==> config.mk <==
export PLATFORM = sky130hd
export DESIGN_NAME = cbs_front_flat
export DESIGN_NICKNAME = d
export VERILOG_FILES = /design/src/cbs_pkg.sv /design/src/cbs_if.sv /design/src/cbs_front.sv /design/src/flat_wrapper.sv
export SDC_FILE = /design/constraint.sdc
export NUM_CORES = 1
export LEC_CHECK = 0
export BUFFER_PORTS_ARGS = -buffer_cell sky130_fd_sc_hd__buf_2
export CAP_MARGIN = 0
export CORE_AREA = 4 4 314 316
export CTS_BUF_LIST = sky130_fd_sc_hd__clkbuf_4 sky130_fd_sc_hd__clkbuf_8
export DETAILED_ROUTE_END_ITERATION = 8
export DIE_AREA = 0 0 318 320
export PLACE_DENSITY_LB_ADDON = 0.1
export SKIP_CTS_REPAIR_TIMING = 1
export SYNTH_ARGS = -nofsm -noshare
export SYNTH_HDL_FRONTEND = slang
export SYNTH_SLANG_ARGS = --single-unit
==> constraint.sdc <==
create_clock -name clk -period 8.6 [get_ports clk]
set_input_delay 0.43 -clock clk [delete_from_list [all_inputs] [get_ports clk]]
set_output_delay 0.43 -clock clk [all_outputs]
set_load 0.02 [all_outputs]
==> src/cbs_pkg.sv <==
// Package for the cubic Bezier sampler: widths, types and lerp arithmetic.
// Used by every module and interface of the block.
`timescale 1ns / 1ps
`default_nettype none
package cbs_pkg;

    localparam int MAX_POINTS     = 64;
    localparam int MIN_POINTS     = 2;
    localparam int CONTROL_POINTS = 4;
    localparam int AXES           = 3;
    localparam int FRACTION_BITS  = 16;
    localparam int COORD_W        = 32;
    localparam int CFG_W          = 7;
    localparam int IDX_W          = 6;
    localparam int CNT_RESET      = 16;
    localparam int QUEUE_DEPTH    = 2;
    localparam int T_W            = FRACTION_BITS + 1;
    localparam int DIFF_W         = COORD_W + 1;
    localparam int PROD_W         = DIFF_W + T_W + 1;
    localparam int SUM_W          = DIFF_W + 2;
    localparam int BCNT_W         = $clog2(FRACTION_BITS + 1);

    typedef logic signed [COORD_W-1:0] coord_t;
    typedef logic signed [PROD_W-1:0]  prod_t;
    typedef logic [T_W-1:0]            tval_t;
    typedef logic [IDX_W-1:0]          idx_t;

    typedef struct packed {
        coord_t [CONTROL_POINTS-1:0][AXES-1:0] cp;
        idx_t                                  d;
        tval_t                                 q0;
        idx_t                                  r0;
    } job_t;

    typedef struct packed {
        idx_t idx;
        logic last;
    } meta_t;

    typedef struct packed {
        logic [1:0] count;
        logic       full;
        logic       empty;
    } fifo_stat_t;

    function automatic prod_t lerp_mul(coord_t a, coord_t b, tval_t t);
        logic signed [DIFF_W-1:0] diff;
        logic signed [T_W:0]      ts;
        diff = $signed({b[COORD_W-1], b}) - $signed({a[COORD_W-1], a});
        ts   = $signed({1'b0, t});
        return PROD_W'(diff) * PROD_W'(ts);
    endfunction

    function automatic coord_t lerp_sum(coord_t a, prod_t p);
        prod_t            sh;
        logic [SUM_W-1:0] s;
        coord_t           r;
        sh = p >>> FRACTION_BITS;
        s  = {{(SUM_W-COORD_W){a[COORD_W-1]}}, a} + sh[SUM_W-1:0];
        if ((&s[SUM_W-1:COORD_W-1]) || !(|s[SUM_W-1:COORD_W-1])) begin
            r = s[COORD_W-1:0];
        end else if (s[SUM_W-1]) begin
            r = {1'b1, {(COORD_W-1){1'b0}}};
        end else begin
            r = {1'b0, {(COORD_W-1){1'b1}}};
        end
        return r;
    endfunction

endpackage
`default_nettype wire

==> src/cbs_if.sv <==
// Handshake interfaces of the sampler: control point words in, curve point words out.
// Depends on cbs_pkg for the coordinate and index types.
`timescale 1ns / 1ps
`default_nettype none
interface cbs_ctrl_if;
    import cbs_pkg::*;
    logic   valid;
    logic   ready;
    coord_t p0_x, p0_y, p0_z;
    coord_t p1_x, p1_y, p1_z;
    coord_t p2_x, p2_y, p2_z;
    coord_t p3_x, p3_y, p3_z;
    modport source (output valid, p0_x, p0_y, p0_z, p1_x, p1_y, p1_z,
                    p2_x, p2_y, p2_z, p3_x, p3_y, p3_z, input ready);
    modport sink   (input valid, p0_x, p0_y, p0_z, p1_x, p1_y, p1_z,
                    p2_x, p2_y, p2_z, p3_x, p3_y, p3_z, output ready);
endinterface

`default_nettype wire

==> src/cbs_front.sv <==
// Front end: holds the sample count register, accepts a control set, clamps the count
// and derives the parameter step by a bit-serial divide. Depends on cbs_pkg, cbs_if.
`timescale 1ns / 1ps
`default_nettype none
module cbs_front (
    input  wire logic          clk,
    input  wire logic          rst_n,
    input  wire logic          cfg_we,
    input  wire logic [6:0]    cfg_wdata,
    cbs_ctrl_if.sink           cp,
    output      logic          push_valid,
    output      cbs_pkg::job_t push_job,
    input  wire logic          push_ready
);
    import cbs_pkg::*;

    typedef enum logic [2:0] {
        F_IDLE   = 3'b001,
        F_DIVIDE = 3'b010,
        F_PUSH   = 3'b100
    } front_state_t;

    front_state_t                          state_reg, state_next;
    logic [CFG_W-1:0]                      point_count_reg;
    coord_t [CONTROL_POINTS-1:0][AXES-1:0] cp_reg;
    idx_t                                  d_reg, d_next;
    idx_t                                  rem_reg, rem_next;
    tval_t                                 quo_reg, quo_next;
    logic [BCNT_W-1:0]                     bit_cnt_reg, bit_cnt_next;
    logic [CFG_W-1:0]                      n_clamped;
    logic [IDX_W:0]                        trial;
    logic                                  accept;

    assign cp.ready = (state_reg == F_IDLE);
    assign accept   = cp.valid && cp.ready;

    always_comb
    begin
        if (point_count_reg < CFG_W'(MIN_POINTS)) begin
            n_clamped = CFG_W'(MIN_POINTS);
        end else if (point_count_reg > CFG_W'(MAX_POINTS)) begin
            n_clamped = CFG_W'(MAX_POINTS);
        end else begin
            n_clamped = point_count_reg;
        end
    end

    assign trial = {rem_reg, bit_cnt_reg == BCNT_W'(FRACTION_BITS)};

    always_comb
    begin
        state_next   = state_reg;
        d_next       = d_reg;
        rem_next     = rem_reg;
        quo_next     = quo_reg;
        bit_cnt_next = bit_cnt_reg;
        case (state_reg)
            F_IDLE:
            begin
                if (accept) begin
                    d_next       = IDX_W'(n_clamped - CFG_W'(1));
                    rem_next     = '0;
                    quo_next     = '0;
                    bit_cnt_next = BCNT_W'(FRACTION_BITS);
                    state_next   = F_DIVIDE;
                end
            end
            F_DIVIDE:
            begin
                if (trial >= {1'b0, d_reg}) begin
                    rem_next = IDX_W'(trial - {1'b0, d_reg});
                    quo_next = {quo_reg[T_W-2:0], 1'b1};
                end else begin
                    rem_next = trial[IDX_W-1:0];
                    quo_next = {quo_reg[T_W-2:0], 1'b0};
                end
                if (bit_cnt_reg == '0) begin
                    state_next = F_PUSH;
                end else begin
                    bit_cnt_next = bit_cnt_reg - BCNT_W'(1);
                end
            end
            F_PUSH:
            begin
                if (push_ready) begin
                    state_next = F_IDLE;
                end
            end
            default:
            begin
                state_next = F_IDLE;
            end
        endcase
    end

    always_ff @(posedge clk or negedge rst_n)
    begin
        if (!rst_n) begin
            state_reg       <= F_IDLE;
            point_count_reg <= CFG_W'(CNT_RESET);
        end else begin
            state_reg <= state_next;
            if (cfg_we) begin
                point_count_reg <= cfg_wdata;
            end
        end
    end

    always_ff @(posedge clk)
    begin
        d_reg       <= d_next;
        rem_reg     <= rem_next;
        quo_reg     <= quo_next;
        bit_cnt_reg <= bit_cnt_next;
        if (accept) begin
            cp_reg[0][0] <= cp.p0_x;
            cp_reg[0][1] <= cp.p0_y;
            cp_reg[0][2] <= cp.p0_z;
            cp_reg[1][0] <= cp.p1_x;
            cp_reg[1][1] <= cp.p1_y;
            cp_reg[1][2] <= cp.p1_z;
            cp_reg[2][0] <= cp.p2_x;
            cp_reg[2][1] <= cp.p2_y;
            cp_reg[2][2] <= cp.p2_z;
            cp_reg[3][0] <= cp.p3_x;
            cp_reg[3][1] <= cp.p3_y;
            cp_reg[3][2] <= cp.p3_z;
        end
    end

    assign push_valid  = (state_reg == F_PUSH);
    assign push_job.cp = cp_reg;
    assign push_job.d  = d_reg;
    assign push_job.q0 = quo_reg;
    assign push_job.r0 = rem_reg;

endmodule
`default_nettype wire

==> src/flat_wrapper.sv <==
// flat-port wrapper written by rule: the top's interface ports become plain ports
module cbs_front_flat import cbs_pkg::*;
  (clk, rst_n, cfg_we, cfg_wdata, push_valid, push_job, push_ready, cp_valid, cp_p0_x, cp_p0_y, cp_p0_z, cp_p1_x, cp_p1_y, cp_p1_z, cp_p2_x, cp_p2_y, cp_p2_z, cp_p3_x, cp_p3_y, cp_p3_z, cp_ready);
  cbs_ctrl_if cp_i ();
  input  wire logic clk;
  input  wire logic rst_n;
  input  wire logic cfg_we;
  input  wire logic [6:0] cfg_wdata;
  output      logic push_valid;
  output      cbs_pkg::job_t push_job;
  input  wire logic push_ready;
  input wire logic [$bits(cp_i.valid)-1:0] cp_valid;
  input wire logic [$bits(cp_i.p0_x)-1:0] cp_p0_x;
  input wire logic [$bits(cp_i.p0_y)-1:0] cp_p0_y;
  input wire logic [$bits(cp_i.p0_z)-1:0] cp_p0_z;
  input wire logic [$bits(cp_i.p1_x)-1:0] cp_p1_x;
  input wire logic [$bits(cp_i.p1_y)-1:0] cp_p1_y;
  input wire logic [$bits(cp_i.p1_z)-1:0] cp_p1_z;
  input wire logic [$bits(cp_i.p2_x)-1:0] cp_p2_x;
  input wire logic [$bits(cp_i.p2_y)-1:0] cp_p2_y;
  input wire logic [$bits(cp_i.p2_z)-1:0] cp_p2_z;
  input wire logic [$bits(cp_i.p3_x)-1:0] cp_p3_x;
  input wire logic [$bits(cp_i.p3_y)-1:0] cp_p3_y;
  input wire logic [$bits(cp_i.p3_z)-1:0] cp_p3_z;
  output wire logic [$bits(cp_i.ready)-1:0] cp_ready;
  assign cp_i.valid = cp_valid;
  assign cp_i.p0_x = cp_p0_x;
  assign cp_i.p0_y = cp_p0_y;
  assign cp_i.p0_z = cp_p0_z;
  assign cp_i.p1_x = cp_p1_x;
  assign cp_i.p1_y = cp_p1_y;
  assign cp_i.p1_z = cp_p1_z;
  assign cp_i.p2_x = cp_p2_x;
  assign cp_i.p2_y = cp_p2_y;
  assign cp_i.p2_z = cp_p2_z;
  assign cp_i.p3_x = cp_p3_x;
  assign cp_i.p3_y = cp_p3_y;
  assign cp_i.p3_z = cp_p3_z;
  assign cp_ready = cp_i.ready;
  cbs_front u_core (.clk(clk), .rst_n(rst_n), .cfg_we(cfg_we), .cfg_wdata(cfg_wdata), .cp(cp_i), .push_valid(push_valid), .push_job(push_job), .push_ready(push_ready));
endmodule
==> metrics <==
RSZ-0062 raised after global routing=false; die area=~100000 um^2; asr flop ratio synth=2.34%; reg2reg path depth=5; initial antenna violation count=10; vias per inst=around 3.3; flops & latches, synth=approximately 430; Syn-to-layout area delta=82.3%; Fill cells=approximately 10000; internal reg-to-reg setup slack=5440 ps; Starting DRT DRC Count=about 400; area leader, netlist=edfxtp_1; all-layer global routing usage=around a tenth; RR Endpoint=u_core.push_job[43]$_DFFE_PP_; actual slew at the worst max-slew pin=between 1000 and 1500 ps; worst hold start=cfg_we; relative max-transition margin=about 28%; DRT Pass-1 Iters=4; CTS tree=done; fin crit share=a little under two fifths; Worst-path clk slew=around 60 ps; Largest register FFs=between 300 and 400; arrival time at the worst endpoint=roughly 3500 ps; vias in the first global route=roughly 9800; fin area=between 20000 and 25000 um^2; final clock skew=approximately 26 ps; Post-synth top flop=edfxtp_1; die extent in y=about 320 um; wirelength, routed=~57000 um; Port Buf Inserts=810; Final Hold Fails=0; Yosys warning count=0; CTS Root Cell=clkbuf_8; post-synth top area share=between 90% and 100%; die width=318 um; Tightest Hold Check Type=input port to flop; Initial Util=roughly 14%; Synth Instances=around 570; Worst R2R Start=u_core.state_reg[1]$_DFFE_PN0P_; GRT Residual Overflow=0; Max Root-Sink Buffers=3; Synth top cells by count=edfxtp_1, and3_1, nor2_1; fraction of layout cells with a size suffix above 1=approximately half; CP max FO=around 160; syn avg cell area=roughly 24 um^2; num rows=between 100 and 150; status=completed; routability cong.=0.794; Sink Count=roughly 430; Setup crit start kind=flop; WL/cell=17.8 um; Final TNS setup=0 ps; largest net degree at the start of global routing=~170; Area contributors post-synth=edfxtp_1, dfrtp_1, ha_1; Cell Area, Placed=roughly 19000 um^2; hold endpoint=u_core.point_count_reg[1]$_DFFE_PN0P_; first-pass GRT wire length=approximately 74000 um; Finish-stage setup viols=0; clock latency on the worst-skew pair=between 600 and 700 ps; total CTS buffers=86; Peak VDD IR=approximately 0.00014 V; pwr dens=between 200 and 300 nW/um^2; H-tree Lvls=3; final net count=2263; via count=10443; count leader, synth=edfxtp_1; area of the mapped netlist=roughly 14000 um^2; dpl hpwl=43400 um; Worst Hold Depth=2; Ports=a little over 800; Pleak=0.0102 uW; Syn Nets=between 900 and 1000; Core ar.=between 90000 and 100000 um^2; required time worst endpoint=a little under 9000 ps; critical path class=flop to flop; Worst Setup End Kind=flop; max cap viols=0; Yosys cell types=39; # DRC=0; EDFF count, synth=418; Max Clk Rate=0.316 GHz; antenna-violating nets left=0; Overall Power=about 6900 uW; Period minus WS final=roughly 3200 ps; final slew viol count=0; sequential fraction of the synthesis area=93.5%
[where the power goes]
part	internal, uW	switching (uW)	total [uW]
registers	2920	151	3070
logic	563	1260	1820
clock network	1120	914	2030
[how the worst max path moves through the flow]
stage                                    startpoint  depth (start not counted)                        endpoint  slack (ps)
finish              u_core.state_reg[1]$_DFFE_PN0P_                          5   u_core.push_job[43]$_DFFE_PP_        5440
global route        u_core.state_reg[1]$_DFFE_PN0P_                          5  u_core.push_job[235]$_DFFE_PP_        5220
CTS                 u_core.state_reg[1]$_DFFE_PN0P_                          5   u_core.push_job[43]$_DFFE_PP_        5410
detailed placement  u_core.state_reg[1]$_DFFE_PN0P_                          5   u_core.push_job[29]$_DFFE_PP_        5390
global placement    u_core.state_reg[1]$_DFFE_PN0P_                          5   u_core.push_job[38]$_DFFE_PP_        5410
floorplan           u_core.state_reg[1]$_DFFE_PN0P_                          4       u_core.d_reg[0]$_DFFE_PP_        1470
[worst max-delay path, cell delays in order, from the launching register on]
cell and delay (ps):
dfrtp_1 570, nor3b_1 300, nand2_1 180, clkinvlp_4 260, buf_4 540, buf_12 630
[layout by cell type, fill, tap and decap left out, types with 3 or more instances in the layout]
master         count
buf_2            810
edfxtp_1         418
dlygate4sd3_1    393
clkbuf_8          87
clkbuf_4          28
nor2_1            17
and3_1            17
clkinv_1          17
nand2_1           16
inv_1             11
o21ai_0           10
ha_1              10
clkinv_2           8
dfrtp_1            8
a21oi_1            6
mux2_2             6
diode_2            5
nand2b_1           5
nand3_1            3
xnor2_1            3
[logic make-up (layout without fill, tap and decap cells)]
kind of cell,count (synthesis),after routing,share of synthesized area [%]
buf+inv,17,1366,0.475
compound gates,26,26,1.31
flops,428,428,93.5
mux,7,7,0.603
xor+xnor,5,5,0.320
fa+ha+maj,11,11,1.06
other cells,0,5,0
simple gates,72,72,2.70
[final cells by class]
| cell class | instances | area [um^2] | share of cell area (%) |
|---|---|---|---|
| Timing Repair Buffer | 1207 | 8040 | 32.2 |
| Sequential cell | 428 | 12800 | 51.3 |
| Clock inverter | 32 | 219 | 0.878 |
| Tap cell | 1276 | 1600 | 6.40 |
| Antenna cell | 5 | 12.5 | 0.0501 |
| Clock buffer | 115 | 1410 | 5.64 |
| Multi-Input combinational cell | 121 | 820 | 3.28 |
| Inverter | 12 | 48.8 | 0.196 |
[per-stage QoR]
stage | hold WS (ps) | setup slack, ps | utilization, % | std cells
after floorplan | 134 | 1470 | - | 566
after global placement | 331 | 5410 | 20.2 | 2651
after detailed placement | 330 | 5390 | 20.2 | 2651
after CTS | -510 | 5410 | 21.9 | 2798
after global routing | 6.70 | 5220 | 26.0 | 3194
final | 64.4 | 5440 | 26.0 | 3196
[per-layer routing]
metal  GRT usage, %  share of wire, %  up-vias
li1               -                 -     4832
met1           9.77                34     4956
met2           18.9                53      552
met3           5.39               9.9      101
met4           4.52               2.8        2
met5              0             0.023        -
Power figures use the tool's default switching activity.
