`src/cbs_pkg.sv`:
```
// Package for the cubic Bezier sampler: widths, types and lerp arithmetic.
// Used by every module and interface of the block.
`timescale 1ns / 1ps
`default_nettype none
package cbs_pkg;

    localparam int MAX_POINTS     = 64;
    localparam int MIN_POINTS     = 2;
    localparam int CONTROL_POINTS = 4;
    localparam int AXES           = 3;
    localparam int FRACTION_BITS  = 16;
    localparam int COORD_W        = 32;
    localparam int CFG_W          = 7;
    localparam int IDX_W          = 6;
    localparam int CNT_RESET      = 16;
    localparam int QUEUE_DEPTH    = 2;
    localparam int T_W            = FRACTION_BITS + 1;
    localparam int DIFF_W         = COORD_W + 1;
    localparam int PROD_W         = DIFF_W + T_W + 1;
    localparam int SUM_W          = DIFF_W + 2;
    localparam int BCNT_W         = $clog2(FRACTION_BITS + 1);

    typedef logic signed [COORD_W-1:0] coord_t;
    typedef logic signed [PROD_W-1:0]  prod_t;
    typedef logic [T_W-1:0]            tval_t;
    typedef logic [IDX_W-1:0]          idx_t;

    typedef struct packed {
        coord_t [CONTROL_POINTS-1:0][AXES-1:0] cp;
        idx_t                                  d;
        tval_t                                 q0;
        idx_t                                  r0;
    } job_t;

    typedef struct packed {
        idx_t idx;
        logic last;
    } meta_t;

    typedef struct packed {
        logic [1:0] count;
        logic       full;
        logic       empty;
    } fifo_stat_t;

    function automatic prod_t lerp_mul(coord_t a, coord_t b, tval_t t);
        logic signed [DIFF_W-1:0] diff;
        logic signed [T_W:0]      ts;
        diff = $signed({b[COORD_W-1], b}) - $signed({a[COORD_W-1], a});
        ts   = $signed({1'b0, t});
        return PROD_W'(diff) * PROD_W'(ts);
    endfunction

    function automatic coord_t lerp_sum(coord_t a, prod_t p);
        prod_t            sh;
        logic [SUM_W-1:0] s;
        coord_t           r;
        sh = p >>> FRACTION_BITS;
        s  = {{(SUM_W-COORD_W){a[COORD_W-1]}}, a} + sh[SUM_W-1:0];
        if ((&s[SUM_W-1:COORD_W-1]) || !(|s[SUM_W-1:COORD_W-1])) begin
            r = s[COORD_W-1:0];
        end else if (s[SUM_W-1]) begin
            r = {1'b1, {(COORD_W-1){1'b0}}};
        end else begin
            r = {1'b0, {(COORD_W-1){1'b1}}};
        end
        return r;
    endfunction

endpackage
`default_nettype wire

```
`src/cbs_queue.sv`:
```
// Two-entry job queue between the front end and the sample engine.
// Depends on cbs_pkg for the job and status types.
`timescale 1ns / 1ps
`default_nettype none
module cbs_queue (
    input  wire logic            clk,
    input  wire logic            rst_n,
    input  wire logic            push_valid,
    input  wire cbs_pkg::job_t   push_job,
    output      logic            push_ready,
    output      logic            pop_valid,
    output      cbs_pkg::job_t   pop_job,
    input  wire logic            pop_ready,
    output      cbs_pkg::fifo_stat_t stat
);
    import cbs_pkg::*;

    job_t       mem_reg [QUEUE_DEPTH];
    logic       wr_ptr_reg, rd_ptr_reg;
    logic [1:0] count_reg;
    logic       do_push, do_pop;

    assign push_ready = (count_reg != 2'(QUEUE_DEPTH));
    assign pop_valid  = (count_reg != '0);
    assign do_push    = push_valid && push_ready;
    assign do_pop     = pop_valid && pop_ready;
    assign pop_job    = mem_reg[rd_ptr_reg];

    always_ff @(posedge clk or negedge rst_n)
    begin
        if (!rst_n) begin
            wr_ptr_reg <= 1'b0;
            rd_ptr_reg <= 1'b0;
            count_reg  <= '0;
        end else begin
            if (do_push) begin
                wr_ptr_reg <= ~wr_ptr_reg;
            end
            if (do_pop) begin
                rd_ptr_reg <= ~rd_ptr_reg;
            end
            if (do_push && !do_pop) begin
                count_reg <= count_reg + 2'd1;
            end else if (do_pop && !do_push) begin
                count_reg <= count_reg - 2'd1;
            end
        end
    end

    always_ff @(posedge clk)
    begin
        if (do_push) begin
            mem_reg[wr_ptr_reg] <= push_job;
        end
    end

    assign stat.count = count_reg;
    assign stat.full  = !push_ready;
    assign stat.empty = !pop_valid;

endmodule
`default_nettype wire

```
`config.mk`:
```
export PLATFORM = sky130hd
export DESIGN_NAME = cbs_queue
export DESIGN_NICKNAME = d
export VERILOG_FILES = /design/src/cbs_pkg.sv /design/src/cbs_queue.sv
export SDC_FILE = /design/constraint.sdc
export NUM_CORES = 1
export LEC_CHECK = 0
export ABC_AREA = 1
export CAP_MARGIN = 20
export CORE_AREA = 2 2 323 325
export CTS_BUF_LIST = sky130_fd_sc_hd__clkbuf_8
export CTS_CLUSTER_DIAMETER = 80
export DETAILED_ROUTE_END_ITERATION = 8
export DIE_AREA = 0 0 325 327
export DONT_BUFFER_PORTS = 1
export PLACE_DENSITY = 0.55
export SLEW_MARGIN = 20
export SYNTH_ARGS = -nofsm -noshare
export SYNTH_HDL_FRONTEND = slang
export SYNTH_SLANG_ARGS = --single-unit
```
`constraint.sdc`:
```
create_clock -name clk -period 23.7 [get_ports clk]
set_clock_uncertainty 0.15 [all_clocks]
set_input_delay 5.925 -clock clk [delete_from_list [all_inputs] [get_ports clk]]
set_output_delay 5.925 -clock clk [all_outputs]
set_load 0.005 [all_outputs]
```
==> results of run 1 <==
-- synth_stat cells --
library cell | count | share of area, %
sky130_fd_sc_hd__clkbuf_1 | 4 | 0.049
sky130_fd_sc_hd__dfrtp_1 | 4 | 0.33
sky130_fd_sc_hd__xnor2_1 | 1 | 0.029
sky130_fd_sc_hd__buf_6 | 35 | 1.3
sky130_fd_sc_hd__nor2_1 | 4 | 0.049
sky130_fd_sc_hd__edfxtp_1 | 826 | 82
sky130_fd_sc_hd__inv_4 | 1 | 0.021
sky130_fd_sc_hd__ha_1 | 1 | 0.041
sky130_fd_sc_hd__nand4_1 | 1 | 0.021
sky130_fd_sc_hd__inv_1 | 9 | 0.11
sky130_fd_sc_hd__nand2_1 | 1250 | 15
sky130_fd_sc_hd__buf_2 | 36 | 0.59
sky130_fd_sc_hd__buf_4 | 16 | 0.40
sky130_fd_sc_hd__nand3_1 | 2 | 0.033
-- metal layers --
layer | up-vias | track usage, % | share of wire [%]
met5 | - | 0 | 0.066
met4 | 6 | 6.29 | 3.7
met3 | 168 | 7.81 | 12
met2 | 748 | 25.1 | 52
met1 | 7994 | 12.7 | 32
li1 | 7547 | - | -
-- logic make-up (layout without fill, tap and decap cells) --
kind of cell / count (synthesis) / after routing / synth area share [%]
flops: 830 / 830 / 81.9
fa+ha+maj: 1 / 1 / 0.0412
buf+inv: 101 / 261 / 2.47
xor+xnor: 1 / 1 / 0.0288
other cells: 0 / 1 / 0
simple gates: 1257 / 1257 / 15.5
-- worst max-delay path by stage --
stage | startpoint | depth (start not counted) | endpoint | slack [ns]
final | rd_ptr_reg | 5 | pop_job[338] | 13.18
after global placement | push_valid | 7 | mem_reg[0][9] | 13.54
after floorplan | push_valid | 2 | mem_reg[1][0] | 6.30
after CTS | rd_ptr_reg | 5 | pop_job[338] | 13.05
after detailed placement | push_valid | 7 | mem_reg[0][9] | 13.48
after global routing | rd_ptr_reg | 5 | pop_job[338] | 12.82
-- worst min-delay path: cells and delay by family, from the launching register on --
kind / cells / cell delay [ns]
simple gates: 2 / 0.11
flops: 1 / 0.35
-- report_power, final --
| part | internal (mW) | total, mW | switching [mW] |
|---|---|---|---|
| Combinational | 0.190 | 1.03 | 0.839 |
| Clock | 0.603 | 1.17 | 0.564 |
| Sequential | 2.01 | 2.10 | 0.0916 |
-- cell type report --
class	count	share of cell area (%)
sequential	830	73.0
multi-input combinational	1259	13.9
clock buffer	138	5.57
tap	1380	5.06
clock inverter	95	1.80
timing repair buffer	18	0.433
inverter	10	0.169
antenna	1	0.00734
-- per-stage QoR --
stage               instances  instance area [um^2]  power (mW)  utilization (%)
floorplan                2190                 30400        3.00                -
global placement         3497                 31600        3.17             30.7
detailed placement       3497                 31600        3.19             30.7
CTS                      3730                 34100        4.37             33.1
global route             3731                 34100        4.54             33.1
finish                   3731                 34100        4.29             33.1
==> flow_results.org, run 1 <==
** Flow run
- Across the run, the number of max-cap violations was 0.

** Synth
- Number of register bits inferred by synthesis :: 830
- The share of the Yosys chip area taken by registers is slightly above 80%.
- Synth unique cells :: 14
- Dividing the synthesized area by the synthesized cell count gives 13.9 um^2.
- In the synthesized netlist, the number of instances is 2,190.
- Net count after synthesis :: 2,608
- The mapped netlist covers 30,400 um^2.
- Yosys printed 0 warnings.

** CTS
- Number of buffers created by CTS :: between 100 and 150
- # clock sinks :: 830
- Counting along the longest clock path gives a buffer depth of 3.
- Root buffer selected by CTS :: sky130_fd_sc_hd__clkbuf_8
- CTS H-tree depth :: 4
- Clock latency at the later pin of the worst-skew pair :: 0.79 ns
- TritonCTS built the clock tree.
- Buffers added to address setup during post-CTS repair amount to 0.
- # resized after CTS :: 0
- Clock-pin slew was measured on the worst setup and hold paths at 0.06 ns.
- In this run, post-CTS hold repair placed 0 buffers.

** Placement
- IO Port Bufs :: 0
- Final estimated routing congestion in global placement :: 0.908
- Dpl hpwl :: 52.7 mm
- Minimum setup slack after placement :: around 13 ns

** STA
- The worst path uses roughly 44% of the clock period.
- The final count of hold timing violations came to 0.
- Setup-failing EPs final :: 0
- Worst-Margin Slew :: 1.06 ns
- Worst max-slew margin expressed relative to the limit :: 29.3%
- Maximum achievable frequency :: 95.0 MHz
- For the final routed database, the setup TNS stands at 0 ns.
- Final number of max-transition violations :: 0
- Final critical delay including setup and external delays :: 10.52 ns
- Hold timing on the final database bottoms out at a slack of 0.338 ns.
- RSZ-0062 raised after global routing :: no
- After layout, the worst setup slack is about 13 ns.

** Power and ir drop
- Cell leakage power :: 13.0 nW
- Worst voltage drop across the vdd grid :: between 100 and 150 uV
- Total power density per cell area :: about 130 nW/um^2

** Critical path
- STA classifies the critical path startpoint as a register.
- Launching point of the worst reg2reg path :: count_reg[1]
- Counting both buffers and inverters, the worst setup path holds a total of 3.
- Family with the most delay on the worst path :: buffers and inverters
- Top cell by count, worst path :: sky130_fd_sc_hd__buf_4
- The setup check on the worst reg-to-reg path leaves a slack of between 15 and 20 ns.
- The slowest stage of the critical path is the sky130_fd_sc_hd__dfrtp_4 cell.
- The worst setup path is of the register to output pin kind.
- The largest single stage delay on the critical path is 0.86 ns.
- In this run the worst path has a maximum fanout of 77.
- Data required time of the critical path :: 17.63 ns
- The endpoint identified for the worst register-to-register timing path is mem_reg[0][281].
- Endpoint kind of the worst setup timing path :: output pin
- Arrival time of the worst setup path :: about 4.5 ns
- Measured in cells, the most critical reg-to-reg path has a length of 8.
- Walking the worst path, the cells encountered are buf_4 -> buf_4 -> buf_4 -> nand2_1 -> nand2_1.

** Die
- Row count :: 118
- Effective utilization at floorplan :: slightly below 30%
- Die X :: 325 um
- Pin placement for this block handled 836 I/O pins.
- After floorplanning, the core was sized to cover 103,000 um^2.
- Die Ht :: between 300 and 400 um
- The die covers 106,000 um^2.

** Drt
- After detailed routing, the average wire length per cell comes to 20.7 um.
- For this block, the initial DRC count from the detailed router was 1,117.
- The final layout contains routed wiring with a total length of ~77 mm.
- Summing over every cut layer, the via total after detailed routing is 16.5k.
- Detailed-routing iteration count for the pre-antenna-repair pass :: 6
- Final ANT Viol Nets :: 0
- Drc violations :: 0
- Vias per Instance :: 4.41

** Final layout
- Commonest non-fill, non-tap cell in the layout :: sky130_fd_sc_hd__nand2_1
- Fraction of final layout cells sized beyond drive strength 1 :: approximately 8%
- The multi-input combinational cells in the finished layout cover a total of 4750 um^2.
- Max reg flops :: 826
- In the layout the commonest cells are sky130_fd_sc_hd__nand2_1, sky130_fd_sc_hd__edfxtp_1, sky130_fd_sc_hd__clkbuf_8.
- Sequential cell area in the final layout :: between 20,000 and 25,000 um^2
- For this run, the post-layout net count is 2,674.
- Compared with the post-synthesis result, the final layout area differs by 12.2%.
- Filler cell count :: 10.0k

** Global route
- All-layer global routing usage :: between 10% and 20%
- The number of global-route vias before repair is 16.7k.
- For this run the aggregate overflow at the end of global routing stands at 0.
- Global-route wire length before repair :: 110 mm
- Number of antenna violations at the first check in global routing :: 4
- Entering global routing, the biggest net connects 185 pins.

** Min path
- Hold-critical path depth :: 2
- Worst hold path endpoint :: wr_ptr_reg
- The startpoint identified for the worst hold timing path is wr_ptr_reg.
- Hold crit path type :: register to register

** Run status
- The run finished with clean final reports.
No activity file was read; power rests on OpenSTA's default activity.
==> inputs of run 2 (changes only) <==
PLACE_DENSITY = 0.57   (was 0.55)
clock period = 8.68 ns   (was 23.7 ns; I/O delays follow)
==> run 2 against run 1 <==
Effect of this change:
- critical path depth down 1
- non-clock buffer count is 2 higher
- final cell count rose by 0.46%
- die area unchanged
- total power rose to 2.7 times the previous value
- sequential share of layout area is 0.29 points lower
- global-route usage fell by 0.93 points
- via count down 2.2%
- critical path type unchanged
- largest power group unchanged
==> flow_results.org, run 2 (same netlist as run 1, synthesis figures left out) <==
** Final layout
- Fraction of final layout cells sized beyond drive strength 1 :: about 8.3%
- Leaving out fill and tap cells, the most frequent cells in the layout are sky130_fd_sc_hd__nand2_1, sky130_fd_sc_hd__edfxtp_1, sky130_fd_sc_hd__clkbuf_8.
- The layout has 10.0k filler cells.
- The register with the most flip-flops in the layout has between 800 and 900 of them.
- Final layout net count :: 2,677
- The library cell used most frequently in the layout, excluding fill and tap cells, is sky130_fd_sc_hd__nand2_1.
- Post-synthesis to final-layout area growth :: 12.7%

** Die
- In this run the horizontal extent of the chip is about 330 um.
- 836 I/O pins were placed.
- Die outline area :: 106,000 um^2
- Row count :: 118
- Die Ht :: between 300 and 400 um
- Effective utilization at floorplan :: between 20% and 30%
- The core region is 103,000 um^2.

** CTS
- Clock edge transition at the registers on the reported setup and hold paths :: 0.06 ns
- Number of buffers created by CTS :: 138
- The H-tree was split into 4 levels.
- In this run, post-CTS repair resized a total of 0 instances.
- The clock reaches the later pin of the worst-skew pair after 0.80 ns.
- Clock Path Buffers :: 3
- Clock tree synthesis found a total of between 800 and 900 sinks.
- TritonCTS built the clock tree.
- Root buffer selected by CTS :: sky130_fd_sc_hd__clkbuf_8
- For this design, the CTS-stage hold fixing added 0 buffers.
- Post-CTS repair timing setup buffer count :: 0

** Power and ir drop
- Clock group share of total power :: 26.7%
- Summed over all nets, the switching power comes to a little over 4 mW.
- Cell leakage power :: approximately 13 nW
- Worst voltage drop across the vdd grid :: ~280 uV
- Of the total power, registers draw 48.6%.
- Internal power :: 7.61 mW
- Net switching is roughly 35% of the power.
- For this design the ratio of total power to cell area is 340 nW/um^2.
- Combinational cells account for 24.7% of the total power.

** Critical path
- Launching point of the worst reg2reg path :: count_reg[0]
- STA puts the critical path data required time at 6.36 ns.
- The number of cells on the worst reg-to-reg path is 6.
- Data arrives at the worst endpoint at 3.12 ns.
- STA classifies the critical path endpoint as an output pin.
- Crit Reg-Reg Endpoint :: mem_reg[1][250]
- Crit Path Category :: register to output pin
- In this run the worst path has a maximum fanout of 75.
- Across all register-to-register paths, the minimum setup slack is approximately 5 ns.
- The worst setup path is launched from a register.

** Global route
- Number of antenna violations at the first check in global routing :: 8
- The number of global-route vias before repair came to 15.5k.
- Entering global routing, the biggest net connects 163 pins.
- Global-route wire length before repair :: 102 mm
- Global routing consumed, over all layers together, 13.0% of the routing resources.
- For this run the aggregate overflow at the end of global routing stands at 0.

** STA
- The worst path uses 62.7% of the clock period.
- Measured against its own limit, the worst slew margin works out to 28.0%.
- Maximum achievable frequency :: 184 MHz
- Setup-failing EPs final :: 0
- Final hold violation count :: 0
- RSZ-0062 raised after global routing :: no
- At the pin with the least slew margin, the transition time is 1.08 ns.
- After layout, the worst setup slack is 3.24 ns.
- Hold is met by 0.323 ns.
- After layout, the minimum clock period comes to around 5.4 ns.
- The final number of max-transition violations is 0.

** Drt
- The first TritonRoute pass finished after 5 iterations.
- Vias per Instance :: 4.30
- Final ANT Viol Nets :: 0
- For this block, the routed nets add up to 72.5 mm of wire.
- For this block, the via count after detailed routing is 16.1k.
- Drc violations :: 0
- Dividing the detail-routed wire length by the instance count gives 19.3 um.
- The first routing iteration left 971 violations.

** Run status
- Status :: finished, final reports clean

** Placement
- In this run the tool buffered the top-level ports with 0 buffer cells.
- Minimum setup slack after placement :: between 4 and 5 ns
- Dpl hpwl :: 48.2 mm
- Final estimated routing congestion in global placement :: just under 0.8

** Min path
- Along the worst hold path, the cell count comes to 2.
- Hold crit path type :: register to register
- The worst hold path begins at wr_ptr_reg.
- Worst hold path endpoint :: wr_ptr_reg

** Flow run
- Count of maximum capacitance violations :: 0
## run 2: area by class of cell
| class | count | area (um^2) | area share [%] |
|---|---|---|---|
| well taps | 1380 | 1730 | 5.04 |
| multi-input cells | 1259 | 4780 | 14.0 |
| inverters | 10 | 66.3 | 0.194 |
| flip-flops and latches | 830 | 24900 | 72.7 |
| diodes | 8 | 20.0 | 0.0585 |
| repair buffers | 20 | 250 | 0.731 |
| clock inverters | 97 | 513 | 1.50 |
| clock buffers | 144 | 1980 | 5.79 |
## run 2: power groups by stage
stage               clock network (mW)  logic (mW)  registers, mW
floorplan                            0        2.11           5.93
global placement                     0        2.96           5.72
detailed placement                   0        2.97           5.74
CTS                               3.22        2.97           5.66
global route                      3.37        3.21           5.73
finish                            3.11        2.88           5.66
## run 2: worst max-delay path, cell delays in order (launching register included)
cell and delay, ns:
sky130_fd_sc_hd__dfrtp_4 0.51, sky130_fd_sc_hd__buf_4 0.67, sky130_fd_sc_hd__buf_4 0.72, sky130_fd_sc_hd__nand2_1 0.10, sky130_fd_sc_hd__nand2_1 0.17
## run 2: routing by layer
layer | up-vias | global-route usage [%] | wire length (um)
met2 | 682 | 22.2 | 36900
met1 | 7680 | 12.3 | 23800
li1 | 7575 | - | -
met4 | 8 | 6.62 | 2760
met3 | 162 | 7.63 | 8880
met5 | - | 0 | 54
## run 2: worst max-delay path by stage
stage	startpoint	end	slack, ns	depth (start not counted)
detailed placement	push_valid	mem_reg[0][180]	4.00	6
global placement	push_valid	mem_reg[0][180]	4.00	6
global route	rd_ptr_reg	pop_job[203]	2.97	4
finish	rd_ptr_reg	pop_job[229]	3.24	4
floorplan	push_valid	mem_reg[0][0]	-0.38	4
CTS	rd_ptr_reg	pop_job[159]	3.13	4
## run 2: per-stage QoR
stage          setup TNS, ns  area [um^2]  util, %  power, mW  std cells
2_1_floorplan        -240.12        30400        -       8.04       2190
3_3_place_gp               0        31700     30.8       8.68       3499
3_5_place_dp               0        31700     30.8       8.70       3499
4_1_cts                    0        34200     33.3       11.8       3740
5_1_grt                    0        34200     33.3       12.3       3745
6_report                   0        34200     33.3       11.6       3748
